File: config.mk
export PLATFORM = sky130hd
export DESIGN_NAME = acull_cfg
export DESIGN_NICKNAME = d
export VERILOG_FILES = /design/src/hdl/acull_pkg.sv /design/src/hdl/acull_cfg.sv
export SDC_FILE = /design/constraint.sdc
export NUM_CORES = 1
export LEC_CHECK = 0
export BUFFER_PORTS_ARGS = -buffer_cell sky130_fd_sc_hd__buf_2
export CAP_MARGIN = 0
export CORE_AREA = 2 2 152 154
export CTS_CLUSTER_SIZE = 20
export DETAILED_ROUTE_END_ITERATION = 10
export DIE_AREA = 0 0 154 156
export MAX_ROUTING_LAYER = met4
export PLACE_DENSITY_LB_ADDON = 0.3
export SLEW_MARGIN = 25
export SYNTH_ARGS = -nofsm -noshare
export SYNTH_HDL_FRONTEND = slang
export SYNTH_SLANG_ARGS = --single-unit
File: constraint.sdc
create_clock -name clk -period 3.5 [get_ports clk]
set_input_delay 1.05 -clock clk [delete_from_list [all_inputs] [get_ports clk]]
set_output_delay 1.05 -clock clk [all_outputs]
set_load 0.02 [all_outputs]
File: src/hdl/acull_pkg.sv
// Shared types, constants and helpers for the box frustum culling pipeline.
// Depends on nothing; the hdl files refer to it by scoped names, the testbench imports it.
`timescale 1ns / 1ps
`default_nettype none

package acull_pkg;

    // Field and datapath widths.
    localparam int COORD_BITS  = 16;
    localparam int COEF_BITS   = 16;
    localparam int PROD_BITS   = COORD_BITS + COEF_BITS;
    localparam int CLIP_BITS   = PROD_BITS + 2;
    localparam int OC_BITS     = 6;
    localparam int NUM_AXES    = 3;
    localparam int NUM_ROWS    = 4;
    localparam int NUM_CORNERS = 8;

    // Register file geometry: 64-bit rows at byte address 8*i.
    localparam int REG_BITS     = 64;
    localparam int ADDR_BITS    = 5;
    localparam int REG_SEL_LSB  = 3;
    localparam int REG_SEL_BITS = 2;

    // Matrix rows after reset: identity in Q4.12.
    localparam logic [REG_BITS-1:0] ROW0_RESET = 64'h0000_0000_0000_1000;
    localparam logic [REG_BITS-1:0] ROW1_RESET = 64'h0000_0000_1000_0000;
    localparam logic [REG_BITS-1:0] ROW2_RESET = 64'h0000_1000_0000_0000;
    localparam logic [REG_BITS-1:0] ROW3_RESET = 64'h1000_0000_0000_0000;

    // Clip-space rows.
    localparam int ROW_X = 0;
    localparam int ROW_Y = 1;
    localparam int ROW_Z = 2;
    localparam int ROW_W = 3;

    // Outcode bit positions.
    localparam int OC_X_NEG  = 0;
    localparam int OC_X_POS  = 1;
    localparam int OC_Y_NEG  = 2;
    localparam int OC_Y_POS  = 3;
    localparam int OC_Z_FAR  = 4;
    localparam int OC_Z_NEAR = 5;

    // Verdict codes.
    localparam logic [1:0] VERDICT_INSIDE  = 2'd0;
    localparam logic [1:0] VERDICT_OUTSIDE = 2'd1;
    localparam logic [1:0] VERDICT_PARTIAL = 2'd2;

    typedef logic signed [COORD_BITS-1:0] coord_t;
    typedef logic signed [COEF_BITS-1:0]  coef_t;
    typedef logic [OC_BITS-1:0]           outcode_t;

    typedef logic [NUM_AXES-1:0][COORD_BITS-1:0]                coord_vec_t;
    typedef logic [NUM_ROWS-1:0][REG_BITS-1:0]                  matrix_t;
    typedef logic [NUM_ROWS-1:0][NUM_AXES-1:0][PROD_BITS-1:0]   prod_set_t;
    typedef logic [NUM_CORNERS-1:0][NUM_ROWS-1:0][CLIP_BITS-1:0] clip_set_t;
    typedef logic [NUM_CORNERS-1:0][OC_BITS-1:0]                outcode_set_t;

    // Coefficient of row r, column c, as a signed Q4.12 value.
    function automatic coef_t coef_at(input matrix_t m, input int r, input int c);
        coef_at = $signed(m[r][c*COEF_BITS +: COEF_BITS]);
    endfunction

    // Whether corner k takes the maximum coordinate on the given axis.
    function automatic logic corner_uses_max(input int k, input int axis);
        logic sel;
        case (axis)
            0:       sel = ((k & 1) == 0);
            1:       sel = ((k & 4) != 0);
            default: sel = ((k & 2) != 0);
        endcase
        corner_uses_max = sel;
    endfunction

endpackage

`default_nettype wire

File: src/hdl/acull_cfg.sv
// Register file for the four 64-bit matrix rows behind an APB-style port.
// Depends on acull_pkg for widths, reset values and the matrix type.
`timescale 1ns / 1ps
`default_nettype none

module acull_cfg (
    input  wire logic                              clk,
    input  wire logic                              rst_n,
    input  wire logic                              psel,
    input  wire logic                              penable,
    input  wire logic                              pwrite,
    input  wire logic [acull_pkg::ADDR_BITS-1:0]   paddr,
    input  wire logic [acull_pkg::REG_BITS-1:0]    pwdata,
    output logic      [acull_pkg::REG_BITS-1:0]    prdata,
    output logic                                   pready,
    output acull_pkg::matrix_t                     matrix
);

    acull_pkg::matrix_t                       matrix_reg;
    acull_pkg::matrix_t                       matrix_next;
    logic [acull_pkg::REG_SEL_BITS-1:0]       reg_sel;
    logic                                     wr_en;

    assign reg_sel = paddr[acull_pkg::REG_SEL_LSB +: acull_pkg::REG_SEL_BITS];
    assign pready  = 1'b1;
    assign wr_en   = psel & penable & pwrite & pready;

    // Write decode: the selected row takes the write data.
    always_comb
    begin
        matrix_next = matrix_reg;
        if (wr_en)
        begin
            matrix_next[reg_sel] = pwdata;
        end
    end

    // Row storage, identity after reset.
    always_ff @(posedge clk or negedge rst_n)
    begin
        if (!rst_n)
        begin
            matrix_reg[0] <= acull_pkg::ROW0_RESET;
            matrix_reg[1] <= acull_pkg::ROW1_RESET;
            matrix_reg[2] <= acull_pkg::ROW2_RESET;
            matrix_reg[3] <= acull_pkg::ROW3_RESET;
        end
        else
        begin
            matrix_reg <= matrix_next;
        end
    end

    assign prdata = matrix_reg[reg_sel];
    assign matrix = matrix_reg;

endmodule

`default_nettype wire

; After elaboration in Yosys (flattened, before gate mapping)
; Index checks and enable logic that the tools add are counted.
[totals]
inputBits = 74
register_bits = 256
[classes]
n_reduce_logical = 1
bitwise_logic = 2
n_mux = 5
order_cmp = 2
[op_table]
columns = op, count
row1 = 256-bit bitwise mux, 1
row2 = 64-bit binary-select mux with 2-bit select, 1
row3 = 64-bit demux with 2-bit select, 1
row4 = 64-bit 2-to-1 mux, 2
row5 = 2-bit by 3-bit less-than comparator with 1-bit output (second input constant), 1
row6 = 1-bit AND, 2
row7 = 2-bit by 1-bit greater-or-equal comparator with 1-bit output (second input constant), 1
row8 = 1-bit logical AND, 1

; Longest topological paths before layout
[logic_depth]
word_depth = 5
depth_mapped = 5
ltp_nobuf = 3

; Least setup slack after synthesis
; OpenSTA, ideal clock, no wires.
[synth_path]
path_type = input port to output port
startpoint = input port paddr[3] (netlist name)
endpoint = output port prdata[10] (netlist name)
t_required_ns = 2.450
path_buffers = 2
t_arrival_ns = 2.000
setup_slack_ns = 0.450
path_stages = 3
path_cell_list = buf_4 > buf_6 > mux4_2
[synth_via]
elab_chain_cells = 2
[synth_lines]
columns = item, line_no
row1 = start: declaration, acull_cfg.sv:12  ; input wire logic [acull_pkg::ADDR_BITS-1:0] paddr,
row2 = 64-bit binary-select mux with 2-bit select, acull_cfg.sv:54  ; assign prdata = matrix_reg[reg_sel];
row3 = 64-bit 2-to-1 mux (implied by the code), acull_cfg.sv:54
row4 = end: declaration, acull_cfg.sv:14  ; output logic [acull_pkg::REG_BITS-1:0] prdata,
; Every way passes these cells. The select of a mux whose other input is x is not followed.

; Worst setup path after layout
[layout_path]
startpoint = input port paddr[3] (netlist name)
endpoint = output port prdata[4] (netlist name)
; The elaborated chain is that of the path after synthesis.

==> flow_summary.json <==
{
  "crit_top_cell": "buf_4",
  "drt_drc_violations_left": 0,
  "min-delay-start": "matrix[118]",
  "tightest_slew_ns": 0.613,
  "via_per_inst": 5.40,
  "dp.final_hpwl_mm": 19.7,
  "core_um2": 22400,
  "grt_pass1_vias": 7649,
  "met1_usage": 0.291,
  "critPathLaunch": "paddr[3]",
  "critPathCaptureType": "output port",
  "final_nets": 1098,
  "endpoint": "prdata[4]",
  "insertion_delay_ns": 0.53,
  "grt_max_degree": 78,
  "crit_fanout": 13,
  "h-tree-depth": 1,
  "rr_worst_depth": 1,
  "setup_violations": 0,
  "power.density_nw_per_um2": 725,
  "rows": 55,
  "wire_per_inst_um": 21.3,
  "num_vias": 7183,
  "min_period_ns": 3.37,
  "synth.net_count": 698,
  "numCtsBuffers": 28,
  "die_h_um": 156,
  "hp-class": "reg2reg",
  "cts_sinks": 256,
  "finalClockSkew_ns": 0,
  "cts_hold_buf": 0,
  "grt_pass1_wl_mm": 43.5,
  "timing_max_transition_violations_final": 0,
  "rsz0062_at_grt": "no",
  "ant_nets": 0,
  "post_cts_resize_count": 0,
  "drt_pre_antenna_iters": 4,
  "fin_crit_sh": 0.963,
  "routed_wl_mm": 28.3,
  "clockBufferDepth": 3,
  "io-pin-count": 395,
  "yosysSeqAreaShare": 0.574,
  "worstSetupStartpointType": "primary input",
  "start_util": 0.499,
  "cpPeakStageDelay_ns": 0.53,
  "r2r_end": "matrix[100]",
  "ys_ff_latch": 256,
  "crit_required_ns": 2.45,
  "maxCapViolCount": 0,
  "final_hold_viol_count": 0,
  "tns_ns": 0,
  "gp_congestion": 0.776,
  "final_layout_size_suffix_gt1_frac": 0.740,
  "peakVddDrop_uv": 463,
  "setup_ws_ns": 0.130,
  "path_class": "in2out",
  "syn-cell-area_um2": 11200,
  "clockRootBuffer": "clkbuf_16",
  "dp_slack_ns": 0.0945,
  "outcome": "finished, final reports clean",
  "critPathSlowestCell": "mux4_2",
  "antenna_found_initial": 1,
  "synthCells": 624,
  "io_buffers": 390,
  "grt_use_total": 0.237,
  "dieArea_um2": 24000,
  "path_clk_slew_ns": 0.06,
  "static-leakage-power_nw": 6.97,
  "gr-usage-met3": 0.0397,
  "reg2reg_slack_ns": 2.67,
  "grt_overflow": 0,
  "synth_warnings": 0,
  "syn-mean-instance-area_um2": 17.9,
  "post-cts-setup-buffers": 0,
  "worst-endpoint-arrival_ns": 2.32,
  "crit_chain": "buf_4 -> buf_4 -> mux4_2 -> buf_2",
  "yosysUniqueCellTypes": 14,
  "relSlewSlack": 0.591,
  "cts_tree": "done",
  "grt_use_met2": 0.417,
  "largest_reg_flops": 256,
  "drt-initial-drc-count": 282,
  "power_w": 0.0104,
  "fmax_mhz": 297,
  "grt.busiest_layer": "met2",
  "fp.dieW_um": 154,
  "r2r-start": "matrix[100]",
  "area_delta_synth_final_pct": 28.7
}
==> worst max-delay path, delay by kind of cell <==
kind                   cells  cell delay, ns
buffers and inverters      3            0.73
multiplexers               1            0.53
==> final cells by class <==
type,instances,area [µm²]
clock inverter,6,36.3
timing repair buffer,412,2310
sequential,256,6410
tap,285,357
multi-input combinational,326,4400
clock buffer,44,862
antenna,1,2.50
fill,1657,7990
==> how the worst min path moves through the flow <==
stage,to,cells after the start
after global placement,matrix[118],1
after global routing,matrix[84],1
final,matrix[118],1
after floorplan,matrix[100],1
after detailed placement,matrix[118],1
after CTS,matrix[118],1
==> synthesized netlist by cell type <==
cell,n,area share
dfrtp_1,252,0.56
mux2_2,246,0.25
mux4_2,64,0.13
buf_6,26,0.026
buf_2,14,0.0063
mux2_1,10,0.010
dfstp_2,4,0.0094
buf_4,2,0.0013
and3_4,1,0.0010
and3b_1,1,0.00078
conb_1,1,0.00034
nand3_2,1,0.00090
nand3b_1,1,0.00067
nor3b_2,1,0.0011
==> metal layers <==
metal / share of wire / up-vias
met3: 0.057 / 42
met2: 0.53 / 244
met5: 0 / -
met4: 0.018 / 0
li1: - / 3149
met1: 0.40 / 3748
==> cell families after synthesis <==
kind of cell	Yosys count	synth area share
buffers and inverters	42	0.0338
AND/OR/NAND/NOR	5	0.00448
multiplexers	320	0.387
flip-flops	256	0.574
other	1	0.000336
==> cell usage in the layout, fill, tap and decap left out, drive strengths merged <==
cell type and instances:
and3 1, buf 412, clkinvlp 1, nand3 1, dfstp 4, clkinv 5
conb 1, diode 1, mux2 256, nor3b 1, clkbuf 44, dfrtp 252
nand3b 1, and3b 1, mux4 64
==> metrics by stage <==
stage / area, µm² / hold WS (ns) / std cells / utilization
after floorplan: 11200 / 0.624 / 624 / -
final: 14400 / 0.503 / 1330 / 0.643
after CTS: 14400 / 0.511 / 1329 / 0.642
after global routing: 14400 / 0.529 / 1330 / 0.643
after detailed placement: 13500 / 0.498 / 1279 / 0.602
after global placement: 13500 / 0.493 / 1279 / 0.602
==> power breakdown <==
group / switching (W) / internal (W) / total, W
Clock: 0.00114 / 0.00168 / 0.00282
Combinational: 0.00194 / 0.00145 / 0.00339
Sequential: 0.000545 / 0.00366 / 0.00421
Total: 0.00362 / 0.00680 / 0.0104
No activity file was read; power rests on OpenSTA's default activity.
