<file path="config.mk">
export PLATFORM = sky130hd
export DESIGN_NAME = acull_code
export DESIGN_NICKNAME = d
export VERILOG_FILES = /design/src/hdl/acull_pkg.sv /design/src/hdl/acull_code.sv
export SDC_FILE = /design/constraint.sdc
export NUM_CORES = 2
export LEC_CHECK = 0
export BUFFER_PORTS_ARGS = -buffer_cell sky130_fd_sc_hd__buf_2
export CAP_MARGIN = 20
export CORE_AREA = 2 2 443 445
export CTS_CLUSTER_DIAMETER = 40
export DETAILED_ROUTE_END_ITERATION = 10
export DIE_AREA = 0 0 445 447
export SLEW_MARGIN = 20
export SYNTH_ARGS = -nofsm -noshare
export SYNTH_HDL_FRONTEND = slang
export SYNTH_SLANG_ARGS = --single-unit
</file>
<file path="constraint.sdc">
create_clock -name clk -period 0.8 [get_ports clk]
set_input_delay 0.2 -clock clk [delete_from_list [all_inputs] [get_ports clk]]
set_output_delay 0.2 -clock clk [all_outputs]
set_load 0.01 [all_outputs]
</file>
<file path="src/hdl/acull_pkg.sv">
// Shared types, constants and helpers for the box frustum culling pipeline.
// Depends on nothing; the hdl files refer to it by scoped names, the testbench imports it.
`timescale 1ns / 1ps
`default_nettype none

package acull_pkg;

    // Field and datapath widths.
    localparam int COORD_BITS  = 16;
    localparam int COEF_BITS   = 16;
    localparam int PROD_BITS   = COORD_BITS + COEF_BITS;
    localparam int CLIP_BITS   = PROD_BITS + 2;
    localparam int OC_BITS     = 6;
    localparam int NUM_AXES    = 3;
    localparam int NUM_ROWS    = 4;
    localparam int NUM_CORNERS = 8;

    // Register file geometry: 64-bit rows at byte address 8*i.
    localparam int REG_BITS     = 64;
    localparam int ADDR_BITS    = 5;
    localparam int REG_SEL_LSB  = 3;
    localparam int REG_SEL_BITS = 2;

    // Matrix rows after reset: identity in Q4.12.
    localparam logic [REG_BITS-1:0] ROW0_RESET = 64'h0000_0000_0000_1000;
    localparam logic [REG_BITS-1:0] ROW1_RESET = 64'h0000_0000_1000_0000;
    localparam logic [REG_BITS-1:0] ROW2_RESET = 64'h0000_1000_0000_0000;
    localparam logic [REG_BITS-1:0] ROW3_RESET = 64'h1000_0000_0000_0000;

    // Clip-space rows.
    localparam int ROW_X = 0;
    localparam int ROW_Y = 1;
    localparam int ROW_Z = 2;
    localparam int ROW_W = 3;

    // Outcode bit positions.
    localparam int OC_X_NEG  = 0;
    localparam int OC_X_POS  = 1;
    localparam int OC_Y_NEG  = 2;
    localparam int OC_Y_POS  = 3;
    localparam int OC_Z_FAR  = 4;
    localparam int OC_Z_NEAR = 5;

    // Verdict codes.
    localparam logic [1:0] VERDICT_INSIDE  = 2'd0;
    localparam logic [1:0] VERDICT_OUTSIDE = 2'd1;
    localparam logic [1:0] VERDICT_PARTIAL = 2'd2;

    typedef logic signed [COORD_BITS-1:0] coord_t;
    typedef logic signed [COEF_BITS-1:0]  coef_t;
    typedef logic [OC_BITS-1:0]           outcode_t;

    typedef logic [NUM_AXES-1:0][COORD_BITS-1:0]                coord_vec_t;
    typedef logic [NUM_ROWS-1:0][REG_BITS-1:0]                  matrix_t;
    typedef logic [NUM_ROWS-1:0][NUM_AXES-1:0][PROD_BITS-1:0]   prod_set_t;
    typedef logic [NUM_CORNERS-1:0][NUM_ROWS-1:0][CLIP_BITS-1:0] clip_set_t;
    typedef logic [NUM_CORNERS-1:0][OC_BITS-1:0]                outcode_set_t;

    // Coefficient of row r, column c, as a signed Q4.12 value.
    function automatic coef_t coef_at(input matrix_t m, input int r, input int c);
        coef_at = $signed(m[r][c*COEF_BITS +: COEF_BITS]);
    endfunction

    // Whether corner k takes the maximum coordinate on the given axis.
    function automatic logic corner_uses_max(input int k, input int axis);
        logic sel;
        case (axis)
            0:       sel = ((k & 1) == 0);
            1:       sel = ((k & 4) != 0);
            default: sel = ((k & 2) != 0);
        endcase
        corner_uses_max = sel;
    endfunction

endpackage

`default_nettype wire

</file>
<file path="src/hdl/acull_code.sv">
// Third pipeline stage: one 6-bit outcode for each clipped corner.
// Depends on acull_pkg for widths, types and outcode bit positions.
`timescale 1ns / 1ps
`default_nettype none

module acull_code (
    input  wire logic                  clk,
    input  wire logic                  rst_n,
    input  wire logic                  in_valid,
    input  wire acull_pkg::clip_set_t  clip,
    output logic                       out_valid,
    output acull_pkg::outcode_set_t    codes
);

    localparam int CMP_BITS = acull_pkg::CLIP_BITS + 1;

    logic                      valid_reg;
    acull_pkg::outcode_set_t   codes_reg;
    acull_pkg::outcode_set_t   codes_next;

    // Plane tests are done as signs of sums and differences against w,
    // one bit wider than the clip values so nothing can wrap.
    always_comb
    begin
        logic signed [CMP_BITS-1:0] x;
        logic signed [CMP_BITS-1:0] y;
        logic signed [CMP_BITS-1:0] z;
        logic signed [CMP_BITS-1:0] w;
        logic signed [CMP_BITS-1:0] x_plus_w;
        logic signed [CMP_BITS-1:0] w_minus_x;
        logic signed [CMP_BITS-1:0] y_plus_w;
        logic signed [CMP_BITS-1:0] w_minus_y;
        logic signed [CMP_BITS-1:0] w_minus_z;
        for (int k = 0; k < acull_pkg::NUM_CORNERS; k++)
        begin
            x = CMP_BITS'($signed(clip[k][acull_pkg::ROW_X]));
            y = CMP_BITS'($signed(clip[k][acull_pkg::ROW_Y]));
            z = CMP_BITS'($signed(clip[k][acull_pkg::ROW_Z]));
            w = CMP_BITS'($signed(clip[k][acull_pkg::ROW_W]));
            x_plus_w  = x + w;
            w_minus_x = w - x;
            y_plus_w  = y + w;
            w_minus_y = w - y;
            w_minus_z = w - z;
            codes_next[k][acull_pkg::OC_X_NEG]  = x_plus_w[CMP_BITS-1];
            codes_next[k][acull_pkg::OC_X_POS]  = w_minus_x[CMP_BITS-1];
            codes_next[k][acull_pkg::OC_Y_NEG]  = y_plus_w[CMP_BITS-1];
            codes_next[k][acull_pkg::OC_Y_POS]  = w_minus_y[CMP_BITS-1];
            codes_next[k][acull_pkg::OC_Z_FAR]  = w_minus_z[CMP_BITS-1];
            codes_next[k][acull_pkg::OC_Z_NEAR] = z[CMP_BITS-1];
        end
    end

    // Stage valid bit.
    always_ff @(posedge clk or negedge rst_n)
    begin
        if (!rst_n)
        begin
            valid_reg <= 1'b0;
        end
        else
        begin
            valid_reg <= in_valid;
        end
    end

    // Outcode registers.
    always_ff @(posedge clk)
    begin
        codes_reg <= codes_next;
    end

    assign out_valid = valid_reg;
    assign codes     = codes_reg;

endmodule

`default_nettype wire

</file>
After elaboration in Yosys (flattened, before gate mapping) --
Index checks and enable logic that the tools add are counted.
Storage, ports and cells: register bits after elaboration 49, input bits 1091, output and inout port bits 49, logic and storage cells 49
Cells by class: $add $sub $neg 40
Operators with widths (count):
- 34-bit by 34-bit subtractor with 35-bit output | 24
- 34-bit by 34-bit adder with 35-bit output | 16

Logic depth before layout (Yosys ltp) --
word-level depth 1, mapped depth 10

Worst setup path after synthesis --
OpenSTA, ideal clock, no wires.
path kind input to register, start point input port clip[841] (netlist name), end point register codes_reg, in the netlist codes[36], library setup time 0.137 ns, arrival 1.809 ns, data required time 0.663 ns, setup slack -1.147 ns, cell stages on the path 7, buffers on the path 0, path through inv_1 > ha_1 > or4_1 > nor4b_1 > nand3_1 > o2111ai_1 > a31oi_1
RTL lines:
- start, declared | RTL line acull_code.sv:10 | input wire acull_pkg::clip_set_t clip,
- end signal, assigned | RTL line acull_code.sv:70 | codes_reg <= codes_next;
- end, declared | RTL line acull_code.sv:18 | acull_pkg::outcode_set_t codes_reg;

==> summary.md <==
| Metric | Value |
|---|---|
| Area added between synthesis and finish | 87.92% |
| Footprint of the multi-input gates | 34920 um^2 |
| Core Footprint | around 190000 um^2 |
| Rows | 162 |
| Fin crit period | approximately 1.8 ns |
| Pins Over Slew Limit | 0 |
| CTS tree | yes |
| Switching Share | a little under half |
| Worst setup margin | -1.030 ns |
| Met2 WL | 99070 um |
| Final-report hold violation count | 0 |
| Max transition margin | 60.99% |
| Post-route ant nets | 0 |
| Die width | between 400 and 500 um |
| Uppermost routed layer | met5 |
| Crit start category | primary input |
| Per-cell routed wire length | 21.11 um |
| Final net count | 9014 |
| CTS sink count | 49 |
| CP arrival | approximately 2.1 ns |
| Async set-reset flop share out of synthesis | 2.041% |
| Final setup vio count | 89 |
| Hpwl dp | roughly 180000 um |
| Metal-1 WL | 71840 um |
| I/O Buffers | 1139 |
| Drt total wl | between 150000 and 200000 um |
| Pwr Density | 670.4 nW/um^2 |
| Number of distinct library cells after synthesis | 61 |
| Power Total | approximately 41 mW |
| Number of global-route vias before repair | 41.31k |
| Crit Path Category | in2reg |
| Initial Util | ~17% |
| Failing checks | setup timing |
| Setup crit end kind | flip-flop |
| Least-Margin Pin Slew | 0.5777 ns |
| Max reg flops | 48 |
| Crit path required time | 1.09 ns |
| Clock slew at the register clock pins of the worst setup and hold paths | 0.12 ns |
| CP max FO | 4 |
| RSZ-0062 raised after global routing | true |
| Initial DRC count | between 1.5k and 2k |
| DIE AREA | 198900 um^2 |
| Cts bufs inserted | 5 |
| Worst hold path type | in2reg |
| First-pass GRT wire length | 272100 um |
| Pre-Repair DR Iteration Count | 5 |
| Clock Tree Buf Depth | 2 |
| Post-route design area | between 60000 and 70000 um^2 |
| Vias per inst | 4.354 |
| Ports | 1140 |
| Largest net degree at the start of global routing | 16 |
| Yosys warns | 0 |
| H-tree Lvls | 2 |
| Routability cong. | about 1.0 |
| DRC | 0 |
| Sequential share of the synthesized area | 3.053% |
| Syn_area_per_cell | 7.580 um^2 |
| Status | finished, violations left |
| Post-synthesis cell count | 4260 |
| EDFF count, synth | 0 |
| Clock Tree Root | clkbuf_16 |
| FILL cells | 20.33k |
| Clk network pwr share | 8.1% |
| Fmax | 546.5 MHz |
| Met3 WL | 11060 um |
| Gr ovfl total | 0 |
| FF/Latch Area | between 1000 and 1500 um^2 |
| Gr usage total | a little under a fifth |
| P_int | 21.81 mW |
| Comb pwr share | between 80% and 90% |
| Worst IR drop on VDD | just over 800 uV |
| Sw power | 18.88 mW |
| Register share of total power | 8.1% |
| Leak Pwr | 30.98 nW |
| Area post-placement | 53810 um^2 |
| Initial antenna violation count | approximately 160 |
| Die Ht | 447 um |
| Post-synth net total | between 6k and 7k |
| Share of layout cells above drive strength 1 | 51.21% |
| Max_cap viols | 0 |
| Final Cycle Share | 228.7% |
| Synth Cell Area | 32290 um^2 |
| Via count | a little over 40k |
| Most used flip-flop cell after synthesis | dfxtp_1 |
| #FFs+latches synth | 49 |
worst paths after layout:
| kind | start | to | slack [ns] | depth (start not counted) |
|---|---|---|---|---|
| max | clip[942] | codes[36] | -1.03 | 9 |
| min | clip[1053] | codes[47] | 0.08 | 2 |
| max in group asynchronous | rst_n | out_valid | 0.08 | 3 |
| min in group asynchronous | rst_n | out_valid | 0.62 | 3 |
per-layer routing:
layer | global-route usage [%] | vias to the layer above
li1 | - | 19670
met1 | 19.46 | 18930
met2 | 34.27 | 1189
met3 | 4.009 | 436
met4 | 11.72 | 54
met5 | 0 | -
cell type report:
| type | count | area share (%) |
|---|---|---|
| well taps | 2542 | 5.241 |
| diodes | 104 | 0.4289 |
| multi-input cells | 3207 | 57.55 |
| flip-flops and latches | 49 | 1.763 |
| inverters | 1003 | 6.664 |
| clock buffers | 6 | 0.2289 |
| repair buffers | 2337 | 28.10 |
| clock inverters | 2 | 0.02268 |
metrics by stage:
stage | setup slack, ns | hold slack (ns) | TNS (ns) | std cells | util, %
finish | -1.030 | 0.07977 | -45.33 | 9250 | 31.25
global route | -1.038 | 0.03240 | -49.13 | 9223 | 31.22
CTS | -0.9303 | 0.01609 | -47.60 | 9139 | 30.26
detailed placement | -1.867 | -0.02392 | -58.38 | 9087 | 27.71
global placement | -1.800 | -0.02520 | -57.55 | 9087 | 27.71
floorplan | -0.9613 | -0.09559 | -29.92 | 4260 | -
placed cells by master, fill, tap and decap left out, types with 31 or more instances in the layout:
cell type and n:
buf_4 1142, buf_8 46, nand3_1 35, inv_2 172, ha_4 364, a21o_1 117
dfxtp_2 37, inv_4 40, a21oi_1 323, ha_1 949, nand4_1 117, nor3_1 48
buf_12 37, inv_1 759, nor4_4 31, nor2b_1 44, a21oi_2 75, nand2_1 124
buf_6 227, nor4_1 44, nor2_1 196, o21ai_1 65, nand2b_1 31, o21bai_1 41
diode_2 104, buf_2 870, o21ai_0 74
synthesized netlist by cell type, types with 5 or more instances:
cell type | number | area share, %
o31a_1 | 13 | 0.35
nand2b_1 | 32 | 0.62
o21ai_0 | 119 | 1.8
nor2_1 | 219 | 2.5
o21a_1 | 6 | 0.14
and3_1 | 20 | 0.39
nand4_1 | 117 | 2.3
xnor2_1 | 8 | 0.22
nor3_1 | 66 | 1.0
or3_1 | 7 | 0.14
ha_1 | 1320 | 51
o21bai_1 | 43 | 1.0
nand4b_1 | 11 | 0.30
nand2_1 | 132 | 1.5
a32o_1 | 7 | 0.22
o211ai_1 | 25 | 0.58
o211a_1 | 5 | 0.15
a31oi_1 | 41 | 0.79
a311oi_1 | 5 | 0.14
and4_1 | 11 | 0.30
or4_1 | 6 | 0.14
inv_1 | 1002 | 12
o22ai_1 | 5 | 0.097
mux2i_1 | 7 | 0.22
nor4_1 | 90 | 1.7
o2111ai_1 | 18 | 0.49
nand3_1 | 41 | 0.64
o21ai_1 | 47 | 0.73
a221o_1 | 9 | 0.28
nor2b_1 | 44 | 0.85
dfxtp_1 | 48 | 3.0
o41ai_1 | 19 | 0.52
a21o_1 | 117 | 2.7
a21oi_1 | 409 | 6.3
a221oi_1 | 29 | 0.79
o31ai_1 | 34 | 0.79
a211oi_1 | 50 | 1.2
a2111oi_0 | 41 | 1.1
critical path, cell delays in order:
cell and delay [ns]:
buf_8 0.11, buf_6 0.11, ha_4 0.21, or4_4 0.57, nor4b_4 0.28, buf_4 0.19, nand3_4 0.08, o2111ai_4 0.25
a31oi_2 0.12
power by group through the flow:
stage | sequential [mW] | combinational [mW] | clock [mW]
after CTS | 3.23 | 32.8 | 3.67
after global routing | 3.35 | 37.3 | 3.61
after detailed placement | 3.10 | 29.3 | 0
after global placement | 3.11 | 28.6 | 0
after floorplan | 3.14 | 13.0 | 0
final | 3.31 | 34.1 | 3.28
logic make-up (layout without fill, tap and decap cells):
group	after synthesis	after routing	share of synthesized area, %
AOI/OAI and AO/OA	1064	1064	20.90
xor gates and xnor gates	11	11	0.2984
adders and majority gates	1320	1320	51.15
buffers and inverters	1004	3348	11.67
DFF	49	49	3.053
muxes	8	8	0.2519
other	0	104	0
and+or+nand+nor	804	804	12.68
what timing repair did:
item,in CTS,in global routing
setup endpoints to repair,89,89
resized for setup,944,354
hold endpoints to repair,9,0
hold buffers,10,0
setup buffers,51,17
pin swaps,359,237
Note: power is estimated with default switching activity, not from simulation.
