--- src/hdl/acull_pkg.sv ---
// Shared types, constants and helpers for the box frustum culling pipeline.
// Depends on nothing; the hdl files refer to it by scoped names, the testbench imports it.
`timescale 1ns / 1ps
`default_nettype none

package acull_pkg;

    // Field and datapath widths.
    localparam int COORD_BITS  = 16;
    localparam int COEF_BITS   = 16;
    localparam int PROD_BITS   = COORD_BITS + COEF_BITS;
    localparam int CLIP_BITS   = PROD_BITS + 2;
    localparam int OC_BITS     = 6;
    localparam int NUM_AXES    = 3;
    localparam int NUM_ROWS    = 4;
    localparam int NUM_CORNERS = 8;

    // Register file geometry: 64-bit rows at byte address 8*i.
    localparam int REG_BITS     = 64;
    localparam int ADDR_BITS    = 5;
    localparam int REG_SEL_LSB  = 3;
    localparam int REG_SEL_BITS = 2;

    // Matrix rows after reset: identity in Q4.12.
    localparam logic [REG_BITS-1:0] ROW0_RESET = 64'h0000_0000_0000_1000;
    localparam logic [REG_BITS-1:0] ROW1_RESET = 64'h0000_0000_1000_0000;
    localparam logic [REG_BITS-1:0] ROW2_RESET = 64'h0000_1000_0000_0000;
    localparam logic [REG_BITS-1:0] ROW3_RESET = 64'h1000_0000_0000_0000;

    // Clip-space rows.
    localparam int ROW_X = 0;
    localparam int ROW_Y = 1;
    localparam int ROW_Z = 2;
    localparam int ROW_W = 3;

    // Outcode bit positions.
    localparam int OC_X_NEG  = 0;
    localparam int OC_X_POS  = 1;
    localparam int OC_Y_NEG  = 2;
    localparam int OC_Y_POS  = 3;
    localparam int OC_Z_FAR  = 4;
    localparam int OC_Z_NEAR = 5;

    // Verdict codes.
    localparam logic [1:0] VERDICT_INSIDE  = 2'd0;
    localparam logic [1:0] VERDICT_OUTSIDE = 2'd1;
    localparam logic [1:0] VERDICT_PARTIAL = 2'd2;

    typedef logic signed [COORD_BITS-1:0] coord_t;
    typedef logic signed [COEF_BITS-1:0]  coef_t;
    typedef logic [OC_BITS-1:0]           outcode_t;

    typedef logic [NUM_AXES-1:0][COORD_BITS-1:0]                coord_vec_t;
    typedef logic [NUM_ROWS-1:0][REG_BITS-1:0]                  matrix_t;
    typedef logic [NUM_ROWS-1:0][NUM_AXES-1:0][PROD_BITS-1:0]   prod_set_t;
    typedef logic [NUM_CORNERS-1:0][NUM_ROWS-1:0][CLIP_BITS-1:0] clip_set_t;
    typedef logic [NUM_CORNERS-1:0][OC_BITS-1:0]                outcode_set_t;

    // Coefficient of row r, column c, as a signed Q4.12 value.
    function automatic coef_t coef_at(input matrix_t m, input int r, input int c);
        coef_at = $signed(m[r][c*COEF_BITS +: COEF_BITS]);
    endfunction

    // Whether corner k takes the maximum coordinate on the given axis.
    function automatic logic corner_uses_max(input int k, input int axis);
        logic sel;
        case (axis)
            0:       sel = ((k & 1) == 0);
            1:       sel = ((k & 4) != 0);
            default: sel = ((k & 2) != 0);
        endcase
        corner_uses_max = sel;
    endfunction

endpackage

`default_nettype wire

--- src/hdl/acull_merge.sv ---
// Last pipeline stage: AND and OR of the corner outcodes and the verdict,
// held in the output registers. Depends on acull_pkg.
`timescale 1ns / 1ps
`default_nettype none

module acull_merge (
    input  wire logic                     clk,
    input  wire logic                     rst_n,
    input  wire logic                     in_valid,
    input  wire acull_pkg::outcode_set_t  codes,
    output logic                          done,
    output logic [1:0]                    verdict,
    output acull_pkg::outcode_t           common_outcode,
    output acull_pkg::outcode_t           union_outcode
);

    logic                  done_reg;
    logic [1:0]            verdict_reg;
    acull_pkg::outcode_t   common_reg;
    acull_pkg::outcode_t   union_reg;
    logic [1:0]            verdict_next;
    acull_pkg::outcode_t   common_next;
    acull_pkg::outcode_t   union_next;

    // Reduce the eight outcodes and classify the box.
    always_comb
    begin
        common_next = '1;
        union_next  = '0;
        for (int k = 0; k < acull_pkg::NUM_CORNERS; k++)
        begin
            common_next = common_next & codes[k];
            union_next  = union_next | codes[k];
        end
        if (union_next == '0)
        begin
            verdict_next = acull_pkg::VERDICT_INSIDE;
        end
        else if (common_next != '0)
        begin
            verdict_next = acull_pkg::VERDICT_OUTSIDE;
        end
        else
        begin
            verdict_next = acull_pkg::VERDICT_PARTIAL;
        end
    end

    // Result strobe.
    always_ff @(posedge clk or negedge rst_n)
    begin
        if (!rst_n)
        begin
            done_reg <= 1'b0;
        end
        else
        begin
            done_reg <= in_valid;
        end
    end

    // Result registers.
    always_ff @(posedge clk)
    begin
        verdict_reg <= verdict_next;
        common_reg  <= common_next;
        union_reg   <= union_next;
    end

    assign done           = done_reg;
    assign verdict        = verdict_reg;
    assign common_outcode = common_reg;
    assign union_outcode  = union_reg;

    // An item reaching this stage is shown in the very next cycle.
    a_valid_to_done: assert property (@(posedge clk) disable iff (!rst_n)
        in_valid |=> done_reg)
        else $error("item reached the last stage but no result strobe followed");

    // No strobe without an item behind it.
    a_no_phantom: assert property (@(posedge clk) disable iff (!rst_n)
        !in_valid |=> !done_reg)
        else $error("result strobe without an item");

    // Every bit common to all corners is also in the union.
    a_common_in_union: assert property (@(posedge clk) disable iff (!rst_n)
        done_reg |-> ((common_reg & ~union_reg) == '0))
        else $error("common outcode not contained in union outcode");

endmodule

`default_nettype wire

--- config.mk ---
export PLATFORM = sky130hd
export DESIGN_NAME = acull_merge
export DESIGN_NICKNAME = d
export VERILOG_FILES = /design/src/hdl/acull_pkg.sv /design/src/hdl/acull_merge.sv
export SDC_FILE = /design/constraint.sdc
export NUM_CORES = 1
export LEC_CHECK = 0
export ABC_AREA = 1
export BUFFER_PORTS_ARGS = -buffer_cell sky130_fd_sc_hd__buf_2
export CAP_MARGIN = 5
export CORE_MARGIN = 2
export CORE_UTILIZATION = 38
export DETAILED_ROUTE_END_ITERATION = 8
export PLACE_DENSITY_LB_ADDON = 0.15
export SYNTH_ARGS = -nofsm -noshare
export SYNTH_HDL_FRONTEND = slang
export SYNTH_SLANG_ARGS = --single-unit
--- constraint.sdc ---
create_clock -name clk -period 0.8 [get_ports clk]
set_input_delay 0.12 -clock clk [delete_from_list [all_inputs] [get_ports clk]]
set_output_delay 0.12 -clock clk [all_outputs]
set_load 0.01 [all_outputs]
---- Yosys cells after proc, flatten, opt, wreduce, memory -nomap -nowiden ----
Cells that the tools add are included.
storage, ports and cells
  register bits ........................... 15
  bits of input ports ..................... 51
  output and inout port bits .............. 15
  word-level logic and storage cells ...... 21
cells by class
  multiplexer cells ....................... 1
  bitwise operators ....................... 14
  reductions and logical operators ........ 2
operators by type and width
  cell                number
  $and A6 B6 Y6       7
  $or A6 B6 Y6        7
  $logic_not A6 Y1    1
  $reduce_bool A6 Y1  1
  $mux W2             1

---- Longest topological paths before layout ----
Gate-level depths: netlist (run 1).
  depth after elaboration ................. 9
  gate-level depth with buffers ........... 7

---- Least setup slack after synthesis (run 1) ----
No wires, ideal clock.
  path kind ............................... input -> register
  start point ............................. input port codes[46] in the netlist's numbering
  end point ............................... register verdict_reg[1], in the netlist verdict[1]
  data arrival time ....................... 0.580 ns
  data required time ...................... 0.688 ns
  slack ................................... 0.108 ns
  stages .................................. 6
  buffers on the path ..................... 0
  path through ............................ nor2_1 nand2_1 nor2_1 nand3_1 nor2_1 nor2_1
on the way
  word-level cells in the longest chain between the ends .. 3
  elaborated cells on any way between the ends .. 5
  those cells by class .................... mux: 1; bitwise: 2; reduce/logical: 2
RTL lines
  element               RTL line           source
  from (decl)           acull_merge.sv:10  input wire acull_pkg::outcode_set_t codes,
  $and A6 B6 Y6         acull_merge.sv:32  common_next = common_next & codes[k];
  $reduce_bool A6 Y1    acull_merge.sv:39  else if (common_next != '0)
  $mux W2               acull_merge.sv:39
  to (signal assigned)  acull_merge.sv:65  verdict_reg <= verdict_next;
  to (decl)             acull_merge.sv:18  logic [1:0] verdict_reg;
Parallel ways exist; a longest one is shown, timed or not.
A chain may end at the register's enable or synchronous reset.

---- Final worst setup path (run 1) ----
  start point ............................. register done_reg, in the netlist done
  end point ............................... output port done
RTL lines
  element                 RTL line           source
  from (decl)             acull_merge.sv:17  logic done_reg;
  from (signal assigned)  acull_merge.sv:58  done_reg <= in_valid;
  to (decl)               acull_merge.sv:11  output logic done,
No word-level cell between the ends.

==> metrics.md, run 1 <==
| Metric | Value |
|---|---|
| Post-Place Setup Slack | `-91.6 ps` |
| Mux cell area share after synthesis | `0%` |
| Tmin final | `889 ps` |
| Leakage | `0.649 nW` |
| Commonest non-fill, non-tap cell in the layout | `buf_2` |
| Clk sinks | `15` |
| CP max FO | `1` |
| Clock slew seen by the registers of the worst setup and hold paths | `approximately 90 ps` |
| Placer Congestion | `between 0.6 and 0.7` |
| Register bit count reported by yosys | `15` |
| Top cell type's share of synthesized area | `39.7%` |
| Fmax | `1120 MHz` |
| Critical Path RT | `680 ps` |
| GRT Total Usage | `17.5%` |
| Commonest cells after routing, fill and taps aside | `buf_2 (61), nand2_1 (46), nor2_1 (45)` |
| Dpl hpwl | `around 1500 µm` |
| Period utilization | `111%` |
| Pwr/cell area | `1230 mW/mm²` |
| Pin count of the biggest net entering global routing | `9` |
| Die area | `0.00222 mm²` |
| WL/cell | `approximately 8 µm` |
| Crit path max-delay family | `flip-flops` |
| Grt ovf | `0` |
| Initial Util | `40.4%` |
| Port Buffer Count | `65` |
| Largest family of logic cells by synthesized area | `simple AND/OR/NAND/NOR gates` |
| Worst Setup SP | `done` |
| Max transition margin | `90.8%` |
| Root buf cell | `clkbuf_4` |
| Htree depth | `1` |
| Worst path slowest cell | `dfrtp_1` |
| Synth Area in Compound Gates | `0%` |
| Vias per cell | `~4.3` |
| RSZ-0062 raised after global routing | `true` |
| Setup violators final | `15` |
| Yosys top cell by area | `dfxtp_1` |
| CP max stage delay | `approximately 370 ps` |
| HP Start | `codes[31]` |
| Synth Cell Area | `roughly 700 µm²` |
| First-pass GRT wire length | `2770 µm` |
| Diode count | `0` |
| Final WS setup | `-89.2 ps` |
| CTS buffer count | `3` |
| Max Cap Violations | `0` |
| Cell Chain, Critical Path | `buf_2` |
| Initial DRC count | `16` |
| Die Y | `47.1 µm` |
| Synth Warn # | `0` |
| Slew Limit Fails | `0` |
| Worst setup EP type | `output pin` |
| Post-Route WL | `1730 µm` |
| Simple-gate share of the synthesized area | `49.8%` |
| Vias in the first global route | `803` |
| TritonCTS clock tree | `yes` |
| Synth cell types | `6` |
| Failing checks | `setup timing` |
| Critical Path Source Type | `flip-flop` |
| Peak supply drop | `0.681 mV` |
| Mapped Nets | `172` |
| IO Pins | `66` |
| Row count | `15` |
| CTS max path bufs | `2` |
| Post-layout total power | `1.42 mW` |
| Ranking of synthesized cells by area | `dfxtp_1 (40%), nand2_1 (24%), nor2_1 (24%)` |
| Area grow syn2layout | `63.5%` |
| Post-Synth Adder-Cell Area | `0%` |
| Initial antenna violation count | `0` |
| Drt first pass iters | `4` |
| Crit path buffers/inverters | `1` |
| Worst-margin pin slew | `138 ps` |
| Setup Crit Path Kind | `reg -> out` |
| Die width | `47.1 µm` |
| WP data arrival | `770 ps` |
| Core area | `0.00175 mm²` |
| Post-Synth XOR/XNOR Area | `0%` |
| DR DRC count | `0` |
| Share of cells above drive strength 1 | `38.1%` |
| Hold Crit Class | `in -> reg` |
| Syn Inst Count | `121` |
| Antenna-violating nets left | `0` |
| Synth Area per Inst | `5.83 µm²` |
| Status | `finished with violations` |
| Final hold viol count | `0` |
| Routed via count | `933` |
| Nets | `approximately 250` |
| Register area share after synthesis | `43.3%` |
-- layer usage --
layer  up-vias  track usage, %  wire, µm
li1        499               -         -
met1       394            18.0       646
met2        38            33.7       942
met3         2            3.08       129
met4         0            8.33        16
met5         -               0         0
-- synthesized netlist by cell type --
library cell	count
nand2_1	46
dfxtp_1	14
dfrtp_1	1
nor2_1	45
nand3_1	2
inv_1	13
-- path summary, 6_finish.rpt --
path / endpoint / slack, ps / cells after the start
worst max-delay path: done / -90 / 1
worst min-delay path: union_outcode[1] / 110 / 5
max in group asynchronous: done / 580 / 2
min in group asynchronous: done / 130 / 2
-- layout make-up --
class                   count  area [µm²]
fillers                   174         592
clock buffers               4        26.3
multi-input cells          93         352
well taps                  25        31.3
inverters                  13        48.8
flip-flops and latches     15         310
repair buffers             69         385
-- where the power goes --
part           switching (mW)  internal (mW)
Combinational           0.109          0.135
Sequential            0.00194          0.753
Clock                   0.226          0.193
Total                   0.337           1.08
-- metrics by stage --
step | instances | hold WS (ps) | instance area, µm² | utilization [%] | setup TNS [ps]
after floorplan | 121 | -176 | 706 | - | 0
after global placement | 213 | -106 | 1080 | 61.7 | -85.5
after detailed placement | 213 | -105 | 1080 | 61.7 | -91.6
after CTS | 219 | 107 | 1130 | 64.8 | -533
after global routing | 219 | 138 | 1150 | 66.1 | -896
final | 219 | 114 | 1150 | 66.1 | -390
-- logic make-up after synthesis --
family                 Yosys count
and+or+nand+nor                 93
DFF                             15
buffers and inverters           13
-- timing repair --
item                                    4_1_cts  5_1_grt
endpoints found under the setup margin       15       15
hold buffers                                  2        0
gates resized for setup                       2        6
setup buffers                                 0        0
endpoints found under the hold margin         2        0
Note: power is estimated with default switching activity, not from simulation.
==> run 2: changes to the inputs <==
CELL_PAD_IN_SITES_DETAIL_PLACEMENT = 2   (was unset)
CELL_PAD_IN_SITES_GLOBAL_PLACEMENT = 2   (was unset)
CORE_ASPECT_RATIO = 0.5   (was unset)
CORE_UTILIZATION = 16   (was 38)
==> metrics.md, run 2 (synthesis results as in run 1) <==
| Metric | Value |
|---|---|
| Period utilization | `106% (was 111%)` |
| IO Pins | `66 (unchanged)` |
| Setup Fix Bufs, Post-CTS | `0 (unchanged)` |
| Setup Crit Path Kind | `reg -> out (unchanged)` |
| Multi-input gate area | `359 µm² (was 352 µm²)` |
| Initial DRC count | `12 (was 16)` |
| Worst setup EP type | `output pin (unchanged)` |
| Clk sinks | `15 (unchanged)` |
| Routed via count | `935 (was 933)` |
| Placer Congestion | `0.672 (was 0.649)` |
| Post-Route WL | `2250 µm (was 1730 µm)` |
| Drt first pass iters | `4 (unchanged)` |
| Final hold viol count | `0 (unchanged)` |
| Peak supply drop | `0.449 mV (was 0.681 mV)` |
| Root buf cell | `clkbuf_8 (was clkbuf_4)` |
| Grt ovf | `0 (unchanged)` |
| Final WS setup | `-48.9 ps (was -89.2 ps)` |
| Initial Util | `16.3% (was 40.4%)` |
| Pin count of the biggest net entering global routing | `10 (was 9)` |
| GR Util met2 | `17.1% (was 33.7%)` |
| Share of cells above drive strength 1 | `40.2% (was 38.1%)` |
| Max transition margin | `89.7% (was 90.8%)` |
| DR DRC count | `0 (unchanged)` |
| Critical Path Source Type | `flip-flop (unchanged)` |
| Die Y | `51.0 µm (was 47.1 µm)` |
| WP data arrival | `730 ps (was 770 ps)` |
| Pwr/cell area | `1300 mW/mm² (was 1230 mW/mm²)` |
| Post-Place Cells | `245 (was 213)` |
| Worst-margin pin slew | `154 ps (was 138 ps)` |
| Hold Crit Class | `in -> reg (unchanged)` |
| Tmin final | `849 ps (was 889 ps)` |
| First-pass GRT wire length | `3530 µm (was 2770 µm)` |
| Worst hold stages | `5 (unchanged)` |
| CP max stage delay | `350 ps (was 370 ps)` |
| Most Crowded Layer GR | `met2 (unchanged)` |
| CTS buffer count | `3 (unchanged)` |
| Slew Limit Fails | `0 (unchanged)` |
| Leakage | `0.662 nW (was 0.649 nW)` |
| TNS Setup | `-49.3 ps (was -390 ps)` |
| Die width | `97.9 µm (was 47.1 µm)` |
| Crit path buffers/inverters | `1 (unchanged)` |
| Diode count | `0 (unchanged)` |
| HP Start | `codes[30] (was codes[31])` |
| Status | `finished with violations (unchanged)` |
| RSZ-0062 raised after global routing | `true (unchanged)` |
| Commonest non-fill, non-tap cell in the layout | `buf_2 (unchanged)` |
| Antenna-violating nets left | `0 (unchanged)` |
| Crit path max-delay family | `flip-flops (unchanged)` |
| Vias in the first global route | `894 (was 803)` |
| Dpl hpwl | `2110 µm (was 1540 µm)` |
| Area grow syn2layout | `75.2% (was 63.5%)` |
| Fillers | `566 (was 174)` |
| Fmax | `1180 MHz (was 1120 MHz)` |
| Cell Chain, Critical Path | `buf_2 (unchanged)` |
| Clock slew seen by the registers of the worst setup and hold paths | `60 ps (was 90 ps)` |
| Core area | `0.00432 mm² (was 0.00175 mm²)` |
| Met1 usage | `9.74% (was 18.0%)` |
| WL/cell | `8.94 µm (was 7.92 µm)` |
| Failing checks | `setup timing (unchanged)` |
| Htree depth | `1 (unchanged)` |
| Worst path slowest cell | `dfrtp_1 (unchanged)` |
| Hold Crit Endpoint | `union_outcode[0] (was union_outcode[1])` |
| Row count | `17 (was 15)` |
| Fin cells | `251 (was 219)` |
| Setup violators final | `2 (was 15)` |
| Worst Setup SP | `done (unchanged)` |
| GRT Total Usage | `8.89% (was 17.5%)` |
| Critical Path RT | `680 ps (about the same)` |
| Register area | `313 µm² (was 310 µm²)` |
| Die area | `0.00499 mm² (was 0.00222 mm²)` |
| Commonest cells after routing, fill and taps aside | `buf_2 (59), nand2_1 (46), nor2_1 (44) (was buf_2 (61), nand2_1 (46), nor2_1 (45))` |
| CP max FO | `1 (unchanged)` |
| Vias per cell | `3.73 (was 4.26)` |
| CTS max path bufs | `2 (unchanged)` |
| Nets | `246 (unchanged)` |
| Port Buffer Count | `65 (unchanged)` |
| Max Cap Violations | `0 (unchanged)` |
| M3 GR Usage | `2.33% (was 3.08%)` |
| Initial antenna violation count | `0 (unchanged)` |
| TritonCTS clock tree | `yes (unchanged)` |
run 2: cell count changes in the layout (fill, tap and decap cells not counted):
| cell | change |
|---|---|
| buf_2 | -2 |
| dfxtp_2 | +2 |
| clkinv_2 | +1 |
| dfxtp_1 | -2 |
| clkbuf_1 | -1 |
| nor2_4 | +1 |
| clkbuf_8 | +3 |
| nor2_1 | -1 |
| buf_6 | +2 |
| clkbuf_4 | -3 |
run 2: final cells by class:
| class | count | share of cell area [%] |
|---|---|---|
| clock buffer | 3 | 3.34 |
| multi-input combinational | 93 | 29.0 |
| tap | 57 | 5.77 |
| timing repair buffer | 69 | 32.2 |
| clock inverter | 1 | 0.405 |
| inverter | 13 | 3.95 |
| sequential | 15 | 25.3 |
run 2: how the worst max path moves through the flow:
stage,to,slack [ps],cells after the start
2_1_floorplan,verdict[1],110,6
3_5_place_dp,verdict[1],-220,7
6_report,done,-50,1
5_1_grt,done,-90,1
4_1_cts,done,-60,1
3_3_place_gp,verdict[1],-200,7
run 2: per-layer routing:
layer  vias up  share of wire [%]
li1        497                  -
met1       412                 41
met2        24                 52
met3         2                6.0
met5         -                  0
met4         0               0.85
run 2: stage by stage:
stage          area (µm²)  power [mW]  util [%]  hold WS [ps]  worst slack (ps)
6_report             1240        1.60      28.6           151             -48.9
5_1_grt              1240        1.71      28.6           169             -87.1
4_1_cts              1190        1.63      27.6           155             -62.7
3_5_place_dp         1120        1.01      25.9          -104              -222
3_3_place_gp         1120        1.00      25.9          -106              -195
2_1_floorplan         706       0.846         -          -176               108
run 2: report_power, final:
part	internal, mW	switching [mW]	total, mW
clock network	0.345	0.259	0.603
logic	0.134	0.112	0.246
registers	0.754	0.00152	0.756
total	1.23	0.372	1.60
run 2: repair_timing:
| item | in CTS | in global routing |
|---|---|---|
| setup endpoints to repair | 9 | 16 |
| resized for setup | 2 | 12 |
| endpoints found under the hold margin | 2 | 0 |
| hold buffers | 2 | 0 |
| cloned | 0 | 0 |
